## config.mk

```make
export PLATFORM = sky130hd
export DESIGN_NAME = clock_hhmm_with_set_button
export DESIGN_NICKNAME = d
export VERILOG_FILES = /design/src/rtl/core/chhmm_pkg.sv /design/src/rtl/core/clock_hhmm_with_set_button.sv
export SDC_FILE = /design/constraint.sdc
export NUM_CORES = 1
export LEC_CHECK = 0
export ABC_AREA = 0
export BUFFER_PORTS_ARGS = -buffer_cell sky130_fd_sc_hd__buf_4
export CAP_MARGIN = 5
export CORE_AREA = 2 2 107 186
export CTS_BUF_LIST = sky130_fd_sc_hd__clkbuf_8 sky130_fd_sc_hd__clkbuf_16
export DETAILED_ROUTE_END_ITERATION = 8
export DIE_AREA = 0 0 109 188
export GPL_TIMING_DRIVEN = 0
export PLACE_DENSITY = 0.67
export SLEW_MARGIN = 20
export SYNTH_ARGS = -nofsm -noshare
export SYNTH_HDL_FRONTEND = slang
export SYNTH_SLANG_ARGS = --single-unit
```

## constraint.sdc

```tcl
create_clock -name aclk -period 9.9 [get_ports aclk]
set_clock_uncertainty 0.1 [all_clocks]
set_input_delay 0.495 -clock aclk [delete_from_list [all_inputs] [get_ports aclk]]
set_output_delay 0.495 -clock aclk [all_outputs]
set_load 0.01 [all_outputs]
```

## src/rtl/core/chhmm_pkg.sv

```systemverilog
// ============================================================================
// chhmm_pkg
// Shared types, register indexes, reset values and digit helpers for the
// 24-hour HH:MM clock with a set button.
// ============================================================================
package chhmm_pkg;

    // Field widths
    localparam int TPM_W    = 8;
    localparam int HOLD_W   = 7;
    localparam int CFG_W    = 8;
    localparam int CFG_IDX_W = 2;
    localparam int SEG_W    = 7;
    localparam int S_DATA_W = 8;
    localparam int M_DATA_W = 48;

    // Register reset values
    localparam logic [TPM_W-1:0]  TPM_RESET       = 8'd60;
    localparam logic [HOLD_W-1:0] HOLD_FAST_RESET = 7'd100;
    localparam logic [HOLD_W-1:0] HOLD_REP_RESET  = 7'd10;
    localparam logic [HOLD_W-1:0] HOLD_MAX        = 7'd127;

    // Configuration register indexes
    typedef enum logic [CFG_IDX_W-1:0] {
        REG_TICKS_PER_MINUTE = 2'd0,
        REG_HOLD_FAST        = 2'd1,
        REG_HOLD_REPEAT      = 2'd2
    } reg_index_t;

    // Time of day as four decimal digits
    typedef struct packed {
        logic [1:0] hr_tens;
        logic [3:0] hr_units;
        logic [2:0] min_tens;
        logic [3:0] min_units;
    } time_t;

    localparam time_t TIME_RESET = '{hr_tens: 2'd2, hr_units: 4'd2,
                                     min_tens: 3'd2, min_units: 4'd2};

    // Seven-segment codes for 0..9, bit 0 is segment a
    localparam logic [SEG_W-1:0] SEG_TABLE [10] = '{
        7'h3F, 7'h06, 7'h5B, 7'h4F, 7'h66, 7'h6D, 7'h7D, 7'h07, 7'h7F, 7'h6F
    };

    // Segment code of one digit; anything above nine shows blank.
    function automatic logic [SEG_W-1:0] seg_of(input logic [3:0] digit);
        logic [SEG_W-1:0] code;
        code = '0;
        if (digit < 4'd10) begin
            code = SEG_TABLE[digit];
        end
        return code;
    endfunction

    // Advance the time by one minute, wrapping 23:59 to 00:00.
    function automatic time_t advance_minute(input time_t t);
        logic [4:0] mu;
        logic [3:0] mt;
        logic [4:0] hu;
        logic [2:0] ht;
        time_t      r;
        mu = {1'b0, t.min_units} + 5'd1;
        mt = {1'b0, t.min_tens};
        hu = {1'b0, t.hr_units};
        ht = {1'b0, t.hr_tens};
        if (mu > 5'd9) begin
            mu = 5'd0;
            mt = mt + 4'd1;
        end
        if (mt > 4'd5) begin
            mt = 4'd0;
            hu = hu + 5'd1;
        end
        if (hu > 5'd9) begin
            hu = 5'd0;
            ht = ht + 3'd1;
        end
        if (ht > 3'd2 || (ht == 3'd2 && hu > 5'd3)) begin
            ht = 3'd0;
            hu = 5'd0;
        end
        r.min_units = mu[3:0];
        r.min_tens  = mt[2:0];
        r.hr_units  = hu[3:0];
        r.hr_tens   = ht[1:0];
        return r;
    endfunction

endpackage

```

## src/rtl/core/clock_hhmm_with_set_button.sv

```systemverilog
// ============================================================================
// clock_hhmm_with_set_button
// 24-hour HH:MM clock stepped by incoming tick items, with a set button
// that advances minutes on hold, and seven-segment codes for each digit.
// ============================================================================
//
//  Channel   Direction  Handshake            Payload
//  s_        in         s_tvalid/s_tready    button_low, button_confirm
//  m_        out        m_tvalid/m_tready    four digits, four segment codes
//  cfg_      in         cfg_valid/cfg_ready  cfg_index, cfg_data
//
// One item is taken per clock unless intake stops; its result appears in the
// output register on the next cycle. The output register is refilled in the
// cycle it is read. After a write to hold_repeat_ticks, a bit-serial remainder
// unit rebuilds the hold phase, during which neither item nor write is taken.
// aresetn is synchronous and active low; the time restarts at 22:22.
// A stalled m_tready holds the result and stops intake until it is taken.
module clock_hhmm_with_set_button (
    input  logic                                   aclk,
    input  logic                                   aresetn,
    // Input items
    input  logic                                   s_tvalid,
    output logic                                   s_tready,
    // [0] button_low, [1] button_confirm, [7:2] zero
    input  logic [chhmm_pkg::S_DATA_W-1:0]         s_tdata,
    // Result items
    output logic                                   m_tvalid,
    input  logic                                   m_tready,
    // [1:0] hour_tens, [5:2] hour_units, [8:6] minute_tens,
    // [12:9] minute_units, [19:13] seg_hour_tens, [26:20] seg_hour_units,
    // [33:27] seg_minute_tens, [40:34] seg_minute_units, [47:41] zero
    output logic [chhmm_pkg::M_DATA_W-1:0]         m_tdata,
    // Configuration writes
    input  logic                                   cfg_valid,
    output logic                                   cfg_ready,
    input  logic [chhmm_pkg::CFG_IDX_W-1:0]        cfg_index,
    input  logic [chhmm_pkg::CFG_W-1:0]            cfg_data
);

    typedef enum logic {
        ST_RUN,
        ST_MOD
    } state_t;

    state_t                               state_reg;
    logic [chhmm_pkg::TPM_W-1:0]          tpm_reg;
    logic [chhmm_pkg::HOLD_W-1:0]         fast_reg;
    logic [chhmm_pkg::HOLD_W-1:0]         rep_reg;
    logic [chhmm_pkg::TPM_W-1:0]          presc_reg;
    logic [chhmm_pkg::TPM_W-1:0]          presc_next;
    chhmm_pkg::time_t                     time_reg;
    chhmm_pkg::time_t                     time_next;
    chhmm_pkg::time_t                     time_tick;
    logic                                 latch_reg;
    logic                                 latch_next;
    logic [chhmm_pkg::HOLD_W-1:0]         hold_reg;
    logic [chhmm_pkg::HOLD_W-1:0]         hold_next;
    logic [chhmm_pkg::HOLD_W-1:0]         phase_reg;
    logic [chhmm_pkg::HOLD_W-1:0]         phase_next;
    logic [2:0]                           step_reg;
    logic [chhmm_pkg::HOLD_W-1:0]         rem_reg;
    logic [chhmm_pkg::HOLD_W-1:0]         rem_next;
    logic                                 m_tvalid_reg;
    logic [chhmm_pkg::M_DATA_W-1:0]       m_tdata_reg;
    logic [chhmm_pkg::M_DATA_W-1:0]       m_tdata_next;

    logic                                 s_accept;
    logic                                 cfg_accept;
    logic                                 pressed;
    logic                                 confirm;
    logic [chhmm_pkg::TPM_W:0]            presc_inc;
    logic                                 presc_wrap;
    logic [chhmm_pkg::HOLD_W:0]           phase_inc;
    logic                                 btn_advance;
    logic [chhmm_pkg::HOLD_W:0]           rem_shift;

    assign pressed  = s_tdata[0];
    assign confirm  = s_tdata[1];

    // Handshakes: intake stops while the result is stalled or the phase is rebuilt.
    assign s_tready   = (state_reg == ST_RUN) && (!m_tvalid_reg || m_tready);
    assign cfg_ready  = (state_reg == ST_RUN);
    assign s_accept   = s_tvalid && s_tready;
    assign cfg_accept = cfg_valid && cfg_ready;
    assign m_tvalid   = m_tvalid_reg;
    assign m_tdata    = m_tdata_reg;

    // Prescaler and the minute advance it causes.
    always_comb begin
        presc_inc  = {1'b0, presc_reg} + 9'd1;
        presc_wrap = presc_inc >= {1'b0, tpm_reg};
        presc_next = presc_wrap ? '0 : presc_inc[chhmm_pkg::TPM_W-1:0];
        time_tick  = presc_wrap ? chhmm_pkg::advance_minute(time_reg) : time_reg;
    end

    // Button hold: latch, saturating hold count, and the count's phase
    // within the repeat period, kept so no runtime divide is needed.
    always_comb begin
        latch_next  = 1'b0;
        hold_next   = '0;
        phase_next  = '0;
        btn_advance = 1'b0;
        phase_inc   = {1'b0, phase_reg} + 8'd1;
        if (pressed) begin
            latch_next = latch_reg || (hold_reg == '0 && confirm);
            hold_next  = hold_reg;
            phase_next = phase_reg;
            if (latch_next) begin
                if (hold_reg < chhmm_pkg::HOLD_MAX) begin
                    hold_next  = hold_reg + 7'd1;
                    phase_next = (phase_inc == {1'b0, rep_reg}) ? '0
                                 : phase_inc[chhmm_pkg::HOLD_W-1:0];
                end
                btn_advance = (hold_next >= fast_reg) ||
                              (rep_reg != '0 && phase_next == '0);
            end
        end
        time_next = btn_advance ? chhmm_pkg::advance_minute(time_tick) : time_tick;
    end

    // Result payload: the digits before this item's update and their codes.
    always_comb begin
        m_tdata_next        = '0;
        m_tdata_next[1:0]   = time_reg.hr_tens;
        m_tdata_next[5:2]   = time_reg.hr_units;
        m_tdata_next[8:6]   = time_reg.min_tens;
        m_tdata_next[12:9]  = time_reg.min_units;
        m_tdata_next[19:13] = chhmm_pkg::seg_of({2'b00, time_reg.hr_tens});
        m_tdata_next[26:20] = chhmm_pkg::seg_of(time_reg.hr_units);
        m_tdata_next[33:27] = chhmm_pkg::seg_of({1'b0, time_reg.min_tens});
        m_tdata_next[40:34] = chhmm_pkg::seg_of(time_reg.min_units);
    end

    // One restoring remainder step: hold count modulo the repeat period.
    always_comb begin
        rem_shift = {rem_reg, hold_reg[step_reg]};
        rem_next  = rem_shift[chhmm_pkg::HOLD_W-1:0];
        if (rem_shift >= {1'b0, rep_reg}) begin
            rem_next = rem_shift[chhmm_pkg::HOLD_W-1:0] - rep_reg;
        end
    end

    // Control state, configuration registers, clock state and result register.
    always_ff @(posedge aclk) begin
        if (!aresetn) begin
            state_reg    <= ST_RUN;
            tpm_reg      <= chhmm_pkg::TPM_RESET;
            fast_reg     <= chhmm_pkg::HOLD_FAST_RESET;
            rep_reg      <= chhmm_pkg::HOLD_REP_RESET;
            presc_reg    <= '0;
            time_reg     <= chhmm_pkg::TIME_RESET;
            latch_reg    <= 1'b0;
            hold_reg     <= '0;
            phase_reg    <= '0;
            step_reg     <= '0;
            rem_reg      <= '0;
            m_tvalid_reg <= 1'b0;
            m_tdata_reg  <= '0;
        end else begin
            case (state_reg)
                ST_RUN: begin
                    if (cfg_accept) begin
                        case (cfg_index)
                            chhmm_pkg::REG_TICKS_PER_MINUTE: begin
                                tpm_reg <= cfg_data;
                            end
                            chhmm_pkg::REG_HOLD_FAST: begin
                                fast_reg <= cfg_data[chhmm_pkg::HOLD_W-1:0];
                            end
                            chhmm_pkg::REG_HOLD_REPEAT: begin
                                rep_reg   <= cfg_data[chhmm_pkg::HOLD_W-1:0];
                                rem_reg   <= '0;
                                step_reg  <= 3'd6;
                                state_reg <= ST_MOD;
                            end
                            default: begin
                            end
                        endcase
                    end
                    if (s_accept) begin
                        presc_reg <= presc_next;
                        time_reg  <= time_next;
                        latch_reg <= latch_next;
                        hold_reg  <= hold_next;
                        phase_reg <= phase_next;
                    end
                end
                ST_MOD: begin
                    rem_reg  <= rem_next;
                    step_reg <= step_reg - 3'd1;
                    if (step_reg == 3'd0) begin
                        phase_reg <= rem_next;
                        state_reg <= ST_RUN;
                    end
                end
                default: begin
                    state_reg <= ST_RUN;
                end
            endcase
            // Output register valid: filled on intake, emptied when read.
            if (s_accept) begin
                m_tvalid_reg <= 1'b1;
            end else if (m_tready) begin
                m_tvalid_reg <= 1'b0;
            end
            // Output register payload, loaded with each accepted item.
            if (s_accept) begin
                m_tdata_reg <= m_tdata_next;
            end
        end
    end

endmodule

```

# --- Word level (Yosys, flattened, before mapping) ---
# Memories as Yosys holds them, arrays and structs flattened. A register that Yosys moved wholly into a read port is not among the register bits.
# Index checks and enable logic that the tools add are counted.
# Widths: inputs -> output; s select.
word_totals:
  mem_bits_ro: 448
  in_bits: 23
  output_inout_bits: 51
  memories: 4
  reg_bits: 111
  elab_cells: 163
mem_list:
  columns: ["name", "words", "width", "rd", "rd_ports_with_merged_regs", "write_ports", "line_no", "rtl"]
  rows:
  - ["(no name shown)", 16, 7, 1, 0, 0, "chhmm_pkg.sv:51", "code = SEG_TABLE[digit];"]
  - ["(no name shown)", 16, 7, 1, 1, 0, "chhmm_pkg.sv:51", null]
  - ["(no name shown)", 16, 7, 1, 0, 0, "chhmm_pkg.sv:51", null]
  - ["(no name shown)", 16, 7, 1, 1, 0, "chhmm_pkg.sv:51", null]
op_classes:
  magnitude_cmp: 23
  muxes: 63
  eq_ne: 11
  n_addsub: 13
  bitwise: 5
  n_reduce_logical: 28
op_table:
  columns: ["cell", "n"]
  rows:
  - ["$mux 7", 28]
  - ["$pmux 7 s2", 2]
  - ["$mux 13", 2]
  - ["$mux 4", 6]
  - ["$add 4x1->5 const B", 4]
  - ["$ge 5x5->1 const B", 4]
  - ["$gt 5x4->1 const B", 4]
  - ["$mux 5", 4]
  - ["$mux 3", 6]
  - ["$reduce_and 3->1", 5]
  - ["$logic_not 7->1", 2]
  - ["$gt 5x2->1 const B", 2]
  - ["$ne 2x1->1 const B", 5]
  - ["$not 4->5", 2]
  - ["$add 8x1->9 const B", 1]
  - ["$ge 9x8->1", 1]
  - ["$mux 1", 9]
  - ["$add 3x1->4 const B", 2]
  - ["$add 7x1->8 const B", 1]
  - ["$eq 8x7->1", 1]
  - ["$ge 8x7->1", 1]
  - ["$gt 4x3->1 const B", 2]
  - ["$lt 3x4->1 const B", 2]
  - ["$lt 4x4->1 const B", 2]
  - ["other kinds (28)", 45]

# --- Logic depth before layout (Yosys ltp) ---
# Gate-level depths: netlist of run 1.
depth:
  ltp_word: 24
  depth_mapped: 27
  mapped_depth_nobuf: 24

# --- Worst setup path before layout of run 1 ---
# OpenSTA, ideal clock, no wires.
synth_timing:
  kind: "register to register"
  from: "register presc_reg[2] in the netlist's numbering"
  to: "register time_reg (netlist bit m_tdata_next[3])"
  path_stages_with_launch: 26
  n_path_buf: 2
  arrival_time_ps: 5465
  setup_ps: 81
  synth_period_minus_slack_ps: 5645
  t_required_ps: 9719
  setup_slack_ps: 4255
  path_cell_list: "dfxtp_1 -> and3_1 -> nand3_1 -> nor2_1 -> xor2_1 -> ha_1 -> and3_1 -> nor2b_1 -> or4_1 -> nor2_1 -> clkbuf_1 -> nor2_1 -> a21oi_1 -> inv_1 -> ha_1 -> nand2b_1 -> o21ai_0 -> o32ai_2 -> or2_0 -> clkbuf_1 -> a211oi_2 -> o21ai_0 -> or3_1 -> a311oi_1 -> o31ai_1 -> a41oi_1"
synth_between:
  elab_chain_cells: 15
  word_cells_on_any_way: 21
  classes_between: "add/sub: 5; order compare: 6; eq/ne: 1; mux: 7; reduce/logical: 2"
synth_rtl:
  columns: ["element", "line_no", "rtl"]
  rows:
  - ["start, declared", "clock_hhmm_with_set_button.sv:49", "logic [chhmm_pkg::TPM_W-1:0] presc_reg;"]
  - ["start signal, assigned", "clock_hhmm_with_set_button.sv:181", "presc_reg <= presc_next;"]
  - ["$add 8x1->9 (*)", "clock_hhmm_with_set_button.sv:90", "presc_inc = {1'b0, presc_reg} + 9'd1;"]
  - ["$ge 9x8->1 (*)", "clock_hhmm_with_set_button.sv:91", "presc_wrap = presc_inc >= {1'b0, tpm_reg};"]
  - ["$mux 13 (*)", "clock_hhmm_with_set_button.sv:93", "time_tick = presc_wrap ? chhmm_pkg::advance_minute(time_reg) : time_reg;"]
  - ["$add 4x1->5", "chhmm_pkg.sv:63", "mu = {1'b0, t.min_units} + 5'd1;"]
  - ["$gt 5x4->1", "chhmm_pkg.sv:67", "if (mu > 5'd9) begin"]
  - ["$mux 4", "chhmm_pkg.sv:67", null]
  - ["$gt 4x3->1", "chhmm_pkg.sv:71", "if (mt > 4'd5) begin"]
  - ["$mux 5", "chhmm_pkg.sv:71", null]
  - ["$gt 5x4->1", "chhmm_pkg.sv:75", "if (hu > 5'd9) begin"]
  - ["$mux 5 / $mux 3 (equally long branches)", "chhmm_pkg.sv:75", null]
  - ["$gt 5x2->1 / $eq 3x2->1 (equally long branches)", "chhmm_pkg.sv:79", "if (ht > 3'd2 || (ht == 3'd2 && hu > 5'd3)) begin"]
  - ["$logic_and 1x1->1", "chhmm_pkg.sv:79", null]
  - ["$logic_or 1x1->1", "chhmm_pkg.sv:79", null]
  - ["$mux 4", "chhmm_pkg.sv:79", null]
  - ["$mux 13 (*)", "clock_hhmm_with_set_button.sv:118", "time_next = btn_advance ? chhmm_pkg::advance_minute(time_tick) : time_tick;"]
  - ["end signal, assigned", "clock_hhmm_with_set_button.sv:151", "time_reg <= chhmm_pkg::TIME_RESET;"]
  - ["end signal, assigned", "clock_hhmm_with_set_button.sv:182", "time_reg <= time_next;"]
  - ["end, declared", "clock_hhmm_with_set_button.sv:51", "chhmm_pkg::time_t time_reg;"]
# Mark *: on every way between the ends. The rest lies on a longest branch, timed or not.
# A chain may end at the register's enable or synchronous reset.

# --- Final worst setup path of run 1 ---
# Ends and elaborated chain as after synthesis.

==> metrics.txt, run 1 <==
most used cell, CP=nor2_1; CP Capture Type=flip-flop; grt ovf=0; final wirelength=23400 um; TritonCTS Sinks=109; max-cap violation count=0; die width=109 um; Port Buf Inserts=60; switching power=368 uW; max-slew violations=0; Net Sw Frac=0.321; Worst Hold Class=in2reg; setup tns final=0 ps; Yosys cell types=89; TritonCTS clock tree=done; CP delay by family, top=simple AND/OR/NAND/NOR gates; synthesized area=7470 um^2; reg-to-reg endpoint=m_tdata_next[3]; part of the power in registers=0.425; Critical Path AT=7330 ps; Rel. slew slack=0.311; n_diodes=0; Final Cycle Share=0.723; Hold Crit Endpoint=rep_reg[1]; Nets=between 1000 and 1500; Seq cells post-synth=109; DR pass1 iterations=7; Avg WL per Cell=18.2 um; CP Class=reg2reg; clock power share=0.339; Tmin final=7160 ps; Hold Vio Cnt, Final=0; GR Util All Layers=0.233; area grow syn2layout=14.6%; drt via density=5.70; largest area contributor in the netlist=dfxtp_1; slowest cell delay on critical path=510 ps; leak pwr=roughly 0.0036 uW; vias in the first global route=7091; worst path buffer plus inverter count=3; number of instances resized during post-cts repair=0; top-area cell type share of the netlist area=0.292; worst-margin pin slew=1030 ps; CTS root buf=clkbuf_16; Die Ht=~190 um; max FFs per register=39; clk buf depth=2; layout cells sized above 1=0.126; # fillers=1943; # Post-CTS Setup Buffers=0; DR vias=7327; Post-synth top flop=dfxtp_1; Placer Congestion=0.967; worst slack, placed=about 2900 ps; Hold Startpoint=cfg_data[1]; syn avg cell area=7.76 um^2; reg2reg start=presc_reg[2]; row cnt=67; Synth Instances=962; placed insts=1269; Crit path required time=10060 ps; CP Launch Type=flip-flop; starting density of the core=0.392; FFs w/ async S/R, synth=0; status=complete, no violations; slowest stage cell, crit path=or4_1; Final WS setup=approximately 2700 ps; drt drc=0; Max Freq=140 MHz; Core Area=roughly 19000 um^2; post-synthesis sequential area ratio=0.292; largest net degree at the start of global routing=20; worst skew pair latency=350 ps; H-tree Lvls=3; R2R depth=25; Worst VDD drop=0.0979 mV; Top Ports=74; Num CTS Buffers=9; most common cell after layout, fill and taps aside=nand2_1; unrepaired setup endpoints after global routing=false; Combinational Power Share=0.237; initial antenna violation count=0; EDFF count, synth=0; WHS Path Cells=3; P_int=777 uW; Final ANT Viol Nets=0; YS warnings=0; Worst-path clk slew=80 ps; top post-synthesis cells by area=dfxtp_1 (29%), ha_1 (9.9%), nand2_1 (5.9%), a21oi_1 (5.6%), nor2_1 (5.3%); PD cells=around 130 nW/um^2; Critical Path Fanout Max=10; Layout Cells excl Fill=1285; internal reg-to-reg setup slack=2740 ps; hold buffers post-CTS=0; first-pass GRT wire length=37300 um; setup violators final=0; Stages on worst setup path=25; die area=just over 20000 um^2; Initial DRC Count=372; hpwl dp=~18000 um; commonest non-fill, non-tap cells in the layout=nand2_1 (118), dfxtp_1 (109), nor2_1 (106)
## worst register-to-register path: cells and delay by family, from the launching register on
family,cells,cell delay (ps)
and+or+nand+nor,11,2910
AOI/OAI and AO/OA,8,2150
DFF,1,440
adders and majority gates,2,480
xor gates and xnor gates,1,210
buffers and inverters,3,790
## synth_stat cells (8+ instances only)
cell        n
nand2_1   118
nand3_1    19
dfxtp_1   109
buf_4      10
inv_1      50
ha_1       59
a211oi_1   12
and3_1     11
a31oi_1     8
o21ai_0    45
a21oi_1    83
mux2i_1    24
nand2b_1   12
clkbuf_1   45
nor3_1     31
xor2_1     11
o211ai_1   19
xnor2_1    15
nand4_1    13
nor2_1    106
a21o_1     11
## per-stage QoR
| stage | area [um^2] | power (uW) | hold WS (ps) | util |
|---|---|---|---|---|
| after floorplan | 7490 | 672 | 336 | - |
| after global placement | 8240 | 762 | 342 | 0.433 |
| after detailed placement | 8240 | 764 | 347 | 0.433 |
| after CTS | 8560 | 1150 | 280 | 0.450 |
| after global routing | 8560 | 1200 | 294 | 0.450 |
| final | 8560 | 1150 | 280 | 0.450 |
## worst max path at each step
stage,startpoint,end,slack (ps)
detailed placement,presc_reg[2],m_tdata_next[3],2890
global route,presc_reg[2],m_tdata_next[3],2090
finish,presc_reg[2],m_tdata_next[3],2740
floorplan,presc_reg[2],m_tdata_next[3],4250
CTS,presc_reg[2],m_tdata_next[3],2820
global placement,presc_reg[2],m_tdata_next[3],2890
## power by group through the flow
stage | clock network [uW] | registers, uW | logic (uW)
finish | 388 | 486 | 271
global route | 411 | 490 | 298
CTS | 393 | 486 | 269
detailed placement | 0 | 496 | 268
global placement | 0 | 496 | 266
floorplan | 0 | 496 | 175
## kinds of logic (layout without fill, tap and decap cells)
family / Yosys count / count (layout) / synth area share
DFF: 109 / 109 / 0.292
buffers and inverters: 119 / 195 / 0.0675
muxes: 30 / 30 / 0.0431
adders and majority gates: 60 / 60 / 0.102
other: 1 / 7 / 0.000502
and+or+nand+nor: 358 / 358 / 0.225
xor gates and xnor gates: 26 / 26 / 0.0305
AOI/OAI and AO/OA: 259 / 259 / 0.239
## per-layer routing
metal / global-route usage / wire, um
met5: 0 / 0
met4: 0.117 / 1190
met3: 0.0299 / 1050
met2: 0.424 / 12500
met1: 0.256 / 8730
## layout make-up
type                       instances  area (um^2)  area share
tap                              241          302      0.0352
sequential                       109         2180       0.255
timing repair buffer              60          450      0.0526
buffer                            69          317      0.0370
inverter                          50          188      0.0219
clock buffer                      10          239      0.0279
clock inverter                     6         75.1     0.00877
multi-input combinational        740         4800       0.561
No activity file was read; power rests on OpenSTA's default activity.
==> run 2, diff against run 1 <==
- PLACE_DENSITY: 0.67 -> 0.69
- clock period: 9.9 -> 6.01 ns (I/O delays scaled with it)
==> metrics.txt, run 2 (synthesis gave the netlist of run 1 again) <==
first-pass GRT wire length=38200 um; Critical Path AT=5910 ps; CP Launch Type=flip-flop; commonest non-fill, non-tap cells in the layout=nand2_1 (117), dfxtp_1 (106), nor2_1 (104); Worst Hold Class=in2reg; CTS root buf=clkbuf_16; row cnt=67; Placer Congestion=0.980; n_diodes=0; final wirelength=about 24000 um; reg-to-reg endpoint=m_tdata_next[3]; Core Area=19000 um^2; Port Buf Inserts=60; met2 Resource Use GR=0.429; Hold Startpoint=cfg_data[1]; reg2reg start=presc_reg[2]; Die Ht=roughly 190 um; WHS Path Cells=3; worst skew pair latency=370 ps; most common cell after layout, fill and taps aside=nand2_1; met1 Track Usage GR=0.263; hold buffers post-CTS=0; worst-margin pin slew=between 900 and 1000 ps; Rel. slew slack=0.335; max-slew violations=0; internal reg-to-reg setup slack=around 270 ps; TritonCTS clock tree=done; max FFs per register=39; Hold Crit Endpoint=rep_reg[1]; Tmin final=5740 ps; setup tns final=0 ps; largest net degree at the start of global routing=22; gr busiest metal=met2; starting density of the core=0.392; status=complete, no violations; crit path launch=presc_reg[2]; PD cells=216 nW/um^2; Layout Cells excl Fill=1287; R2R depth=26; Nets=1124; H-tree Lvls=3; area grow syn2layout=16.8%; placed insts=1269; Avg WL per Cell=18.9 um; Final Cycle Share=0.954; Worst VDD drop=0.140 mV; drt via density=5.78; hpwl dp=18400 um; Crit path required time=6180 ps; setup violators final=0; CP Class=reg2reg; register area=2190 um^2; grt ovf=0; GR Util All Layers=0.240; M3 GR Usage=0.0337; drt drc=0; Top Ports=74; # fillers=approximately 1900; clk buf depth=2; Final ANT Viol Nets=0; Initial DRC Count=433; Critical Path Fanout Max=10; die width=109 um; DR pass1 iterations=5; TritonCTS Sinks=between 100 and 150; die area=20500 um^2; Max Freq=174 MHz; Hold Vio Cnt, Final=0; vias in the first global route=around 7300; leak pwr=~0.0037 uW; CP Capture Type=flip-flop; initial antenna violation count=0; Num CTS Buffers=9; area of the multi-input gates=4940 um^2; max-cap violation count=0; DR vias=approximately 7400; Worst-path clk slew=about 80 ps; layout cells sized above 1=0.151
==> run 2: final cells by class <==
| type | instances | share of cell area |
|---|---|---|
| clock buffers | 9 | 0.0258 |
| repair buffers | 64 | 0.0551 |
| inverters | 50 | 0.0215 |
| multi-input cells | 740 | 0.567 |
| clock inverters | 7 | 0.00832 |
| well taps | 241 | 0.0346 |
| plain buffers | 67 | 0.0367 |
| flip-flops and latches | 109 | 0.251 |
==> run 2: power breakdown <==
part | internal [uW] | switching, uW
clock | 296 | 322
sequential | 764 | 37.8
combinational | 181 | 284
total | 1240 | 643
==> run 2: worst max-delay path by stage <==
stage,cells after the start,end
after floorplan,25,m_tdata_next[3]
after CTS,26,m_tdata_next[3]
after detailed placement,25,m_tdata_next[3]
after global routing,26,m_tdata_next[3]
final,26,m_tdata_next[3]
after global placement,25,m_tdata_next[3]
==> run 2: per-stage QoR <==
stage,util,area [um^2],worst slack [ps],power [uW],hold slack [ps]
finish,0.458,8720,274,1880,65.6
global route,0.458,8720,-4.78,1980,71.4
CTS,0.454,8650,34.6,1890,62.2
detailed placement,0.433,8240,-1110,1260,351
global placement,0.433,8240,-1040,1260,343
floorplan,-,7490,365,1110,326
==> run 2: worst max-delay path: stages, from the launching register on <==
cell      delay [ps]
dfxtp_4          390
and3_4           220
nand3_2          130
nor2_2           150
xor2_1           210
ha_1             270
and3_1           200
nor2b_1          170
or4_4            480
nor2_4           150
buf_8            160
nor2_1            90
nand2_1           90
and2_1           170
inv_1             60
ha_1             230
nand2b_4         170
o21ai_2          120
o32ai_2          100
or2_4            290
a211oi_4         350
buf_4            180
o21ai_1          100
or3_4            400
a311oi_4         340
o31ai_1          110
a41oi_1          240
==> run 2: repair_timing <==
item | in CTS | in global routing
resized for setup | 21 | 16
buffers inserted | 4 | 0
pin swaps | 4 | 8
setup endpoints to repair | 9 | 7
==> run 2: layer usage <==
| layer | routed length [um] | vias to the layer above |
|---|---|---|
| li1 | - | 3581 |
| met1 | 9310 | 3532 |
| met5 | 0 | - |
| met2 | 12500 | 245 |
| met3 | 1040 | 77 |
| met4 | 1440 | 0 |
==> run 3, diff against run 2 <==
- CTS_BUF_LIST: sky130_fd_sc_hd__clkbuf_8 sky130_fd_sc_hd__clkbuf_16 -> sky130_fd_sc_hd__clkbuf_4
- PLACE_DENSITY: 0.69 -> 0.67
- clock period: 6.01 -> 5.8 ns (I/O delays scaled with it)
==> metrics.txt, run 3 (synthesis gave the netlist of run 1 again) <==
clock power share=0.241; internal reg-to-reg setup slack=280 ps; R2R depth=27; Max Freq=181 MHz; CP Class=reg2reg; Final WS setup=between 200 and 300 ps; crit path launch=presc_reg[0]; layout cells sized above 1=0.159; initial antenna violation count=1; CTS root buf=clkbuf_4; Layout Cells excl Fill=1304; Worst-path clk slew=180 ps; # fillers=1931; part of the power in registers=0.480; CP delay by family, top=simple AND/OR/NAND/NOR gates; Die Ht=188 um; TritonCTS clock tree=done; drt drc=0; Min Hold Slack=between 30 and 40 ps; Net Sw Frac=0.352; max FFs per register=39; final wirelength=23700 um; Placed Area=8240 um^2; final instance area=8750 um^2; Rel. slew slack=0.351; Top Ports=74; switching power=609 uW; status=complete, no violations; Stages on worst setup path=27; Crit path required time=6050 ps; GR Util All Layers=0.237; reg2reg start=presc_reg[0]; area grow syn2layout=17.2%; placed insts=around 1300; Core Area=roughly 19000 um^2; starting density of the core=0.392; setup violators final=0; DR pass1 iterations=8; largest net degree at the start of global routing=20; Hold Vio Cnt, Final=0; P_int=around 1100 uW; drt via density=between 5 and 6; leak pwr=between 0.003 and 0.004 uW; worst skew pair latency=490 ps; slowest stage cell, crit path=or4_4; Nets=1140; Placer Congestion=0.967; Num CTS Buffers=9; Worst VDD drop=0.106 mV; Critical Path AT=5770 ps; TritonCTS Sinks=roughly 110; die area=20500 um^2; DR vias=between 7000 and 8000; worst slack, placed=-1210 ps; slowest cell delay on critical path=between 400 and 500 ps; Critical Path Fanout Max=10; hpwl dp=18000 um; worst-margin pin slew=slightly below 1000 ps; CP Capture Type=flip-flop; first-pass GRT wire length=37800 um; Worst Hold Class=in2reg; Combinational Power Share=0.279; grt ovf=0; CP Launch Type=flip-flop; most common cell after layout, fill and taps aside=nand2_1; vias in the first global route=between 7000 and 8000; PD cells=198 nW/um^2; Initial DRC Count=395; Port Buf Inserts=60; max-cap violation count=0; Final ANT Viol Nets=0; worst path buffer plus inverter count=4; H-tree Lvls=3; die width=~110 um; Final Cycle Share=0.952; Pwr Total=1730 uW; commonest non-fill, non-tap cells in the layout=nand2_1 (117), dfxtp_1 (105), nor2_1 (104); Tmin final=~5500 ps; reg-to-reg endpoint=m_tdata_next[1]; max-slew violations=0; Avg WL per Cell=18.2 um; row cnt=67; clk buf depth=2; CP endpoint=m_tdata_next[1]
## run 3: cell count changes in the layout (fill, tap and decap cells not counted), sizes merged
cell,change
clkinvlp,-1
buf,+6
inv,-1
bufinv,+1
diode,+1
dlygate4sd3,+10
clkinv,+1
## run 3: area by class of cell
class | count | area [um^2] | area share
diodes | 1 | 2.50 | 0.000286
plain buffers | 67 | 324 | 0.0370
clock buffers | 9 | 67.6 | 0.00772
clock inverters | 7 | 78.8 | 0.00901
inverters | 50 | 188 | 0.0215
multi-input cells | 740 | 4970 | 0.568
flip-flops and latches | 109 | 2190 | 0.251
well taps | 241 | 302 | 0.0345
repair buffers | 80 | 626 | 0.0715
## run 3: worst min path at each step
stage                      startpoint     endpoint  slack [ps]  cells after the start
after global routing         m_tready     m_tvalid          20                      3
after detailed placement  m_tdata[18]  m_tdata[18]         350                      2
after floorplan           cfg_data[2]  fast_reg[2]         320                      2
after global placement     m_tdata[0]   m_tdata[0]         340                      2
after CTS                    m_tready     m_tvalid           2                      3
final                        m_tready     m_tvalid          30                      3
## run 3: worst reg2reg max path: stages (launching register included)
cell      delay [ps]
dfxtp_4          410
and3_4           220
nand3_4          110
nor2_4           140
xor2_2           160
ha_1             260
and3_1           210
nor2b_1          170
or4_4            470
nor2_4           140
buf_8            110
nor2_1            80
nand2_1          100
and2_4           150
inv_1             40
ha_1             220
nand2b_4         160
o21ai_2          120
o32ai_2          100
or2_4            290
a211oi_4         380
or2_4            220
buf_8            150
nand4_1          230
buf_4            230
o21a_1           190
nand3_1          100
a41oi_1          110
## run 3: timing repair
action | CTS | global route
setup endpoints to repair | 9 | 8
buffers inserted | 6 | 4
hold buffers | 10 | 0
hold endpoints to repair | 22 | 0
pin swaps | 7 | 8
gates resized for setup | 31 | 15
## run 3: through the flow
| stage | utilization | setup TNS (ps) |
|---|---|---|
| after detailed placement | 0.433 | -8520 |
| after CTS | 0.455 | 0 |
| after global placement | 0.433 | -8550 |
| after floorplan | - | 0 |
| final | 0.460 | 0 |
| after global routing | 0.460 | -2.53 |
## run 3: routing by layer
layer,share of wire,up-vias,wire length (um),global-route usage
met5,0,-,0,0
met4,0.056,0,1340,0.138
met3,0.041,68,975,0.0247
met2,0.52,229,12500,0.430
met1,0.38,3480,8970,0.257
li1,-,3599,-,-
## run 3: power by group through the flow
| stage | logic (uW) | registers, uW | clock network, uW |
|---|---|---|---|
| after floorplan | 299 | 847 | 0 |
| after global placement | 454 | 846 | 0 |
| after detailed placement | 457 | 847 | 0 |
| after CTS | 475 | 831 | 428 |
| after global routing | 529 | 838 | 453 |
| final | 482 | 832 | 418 |
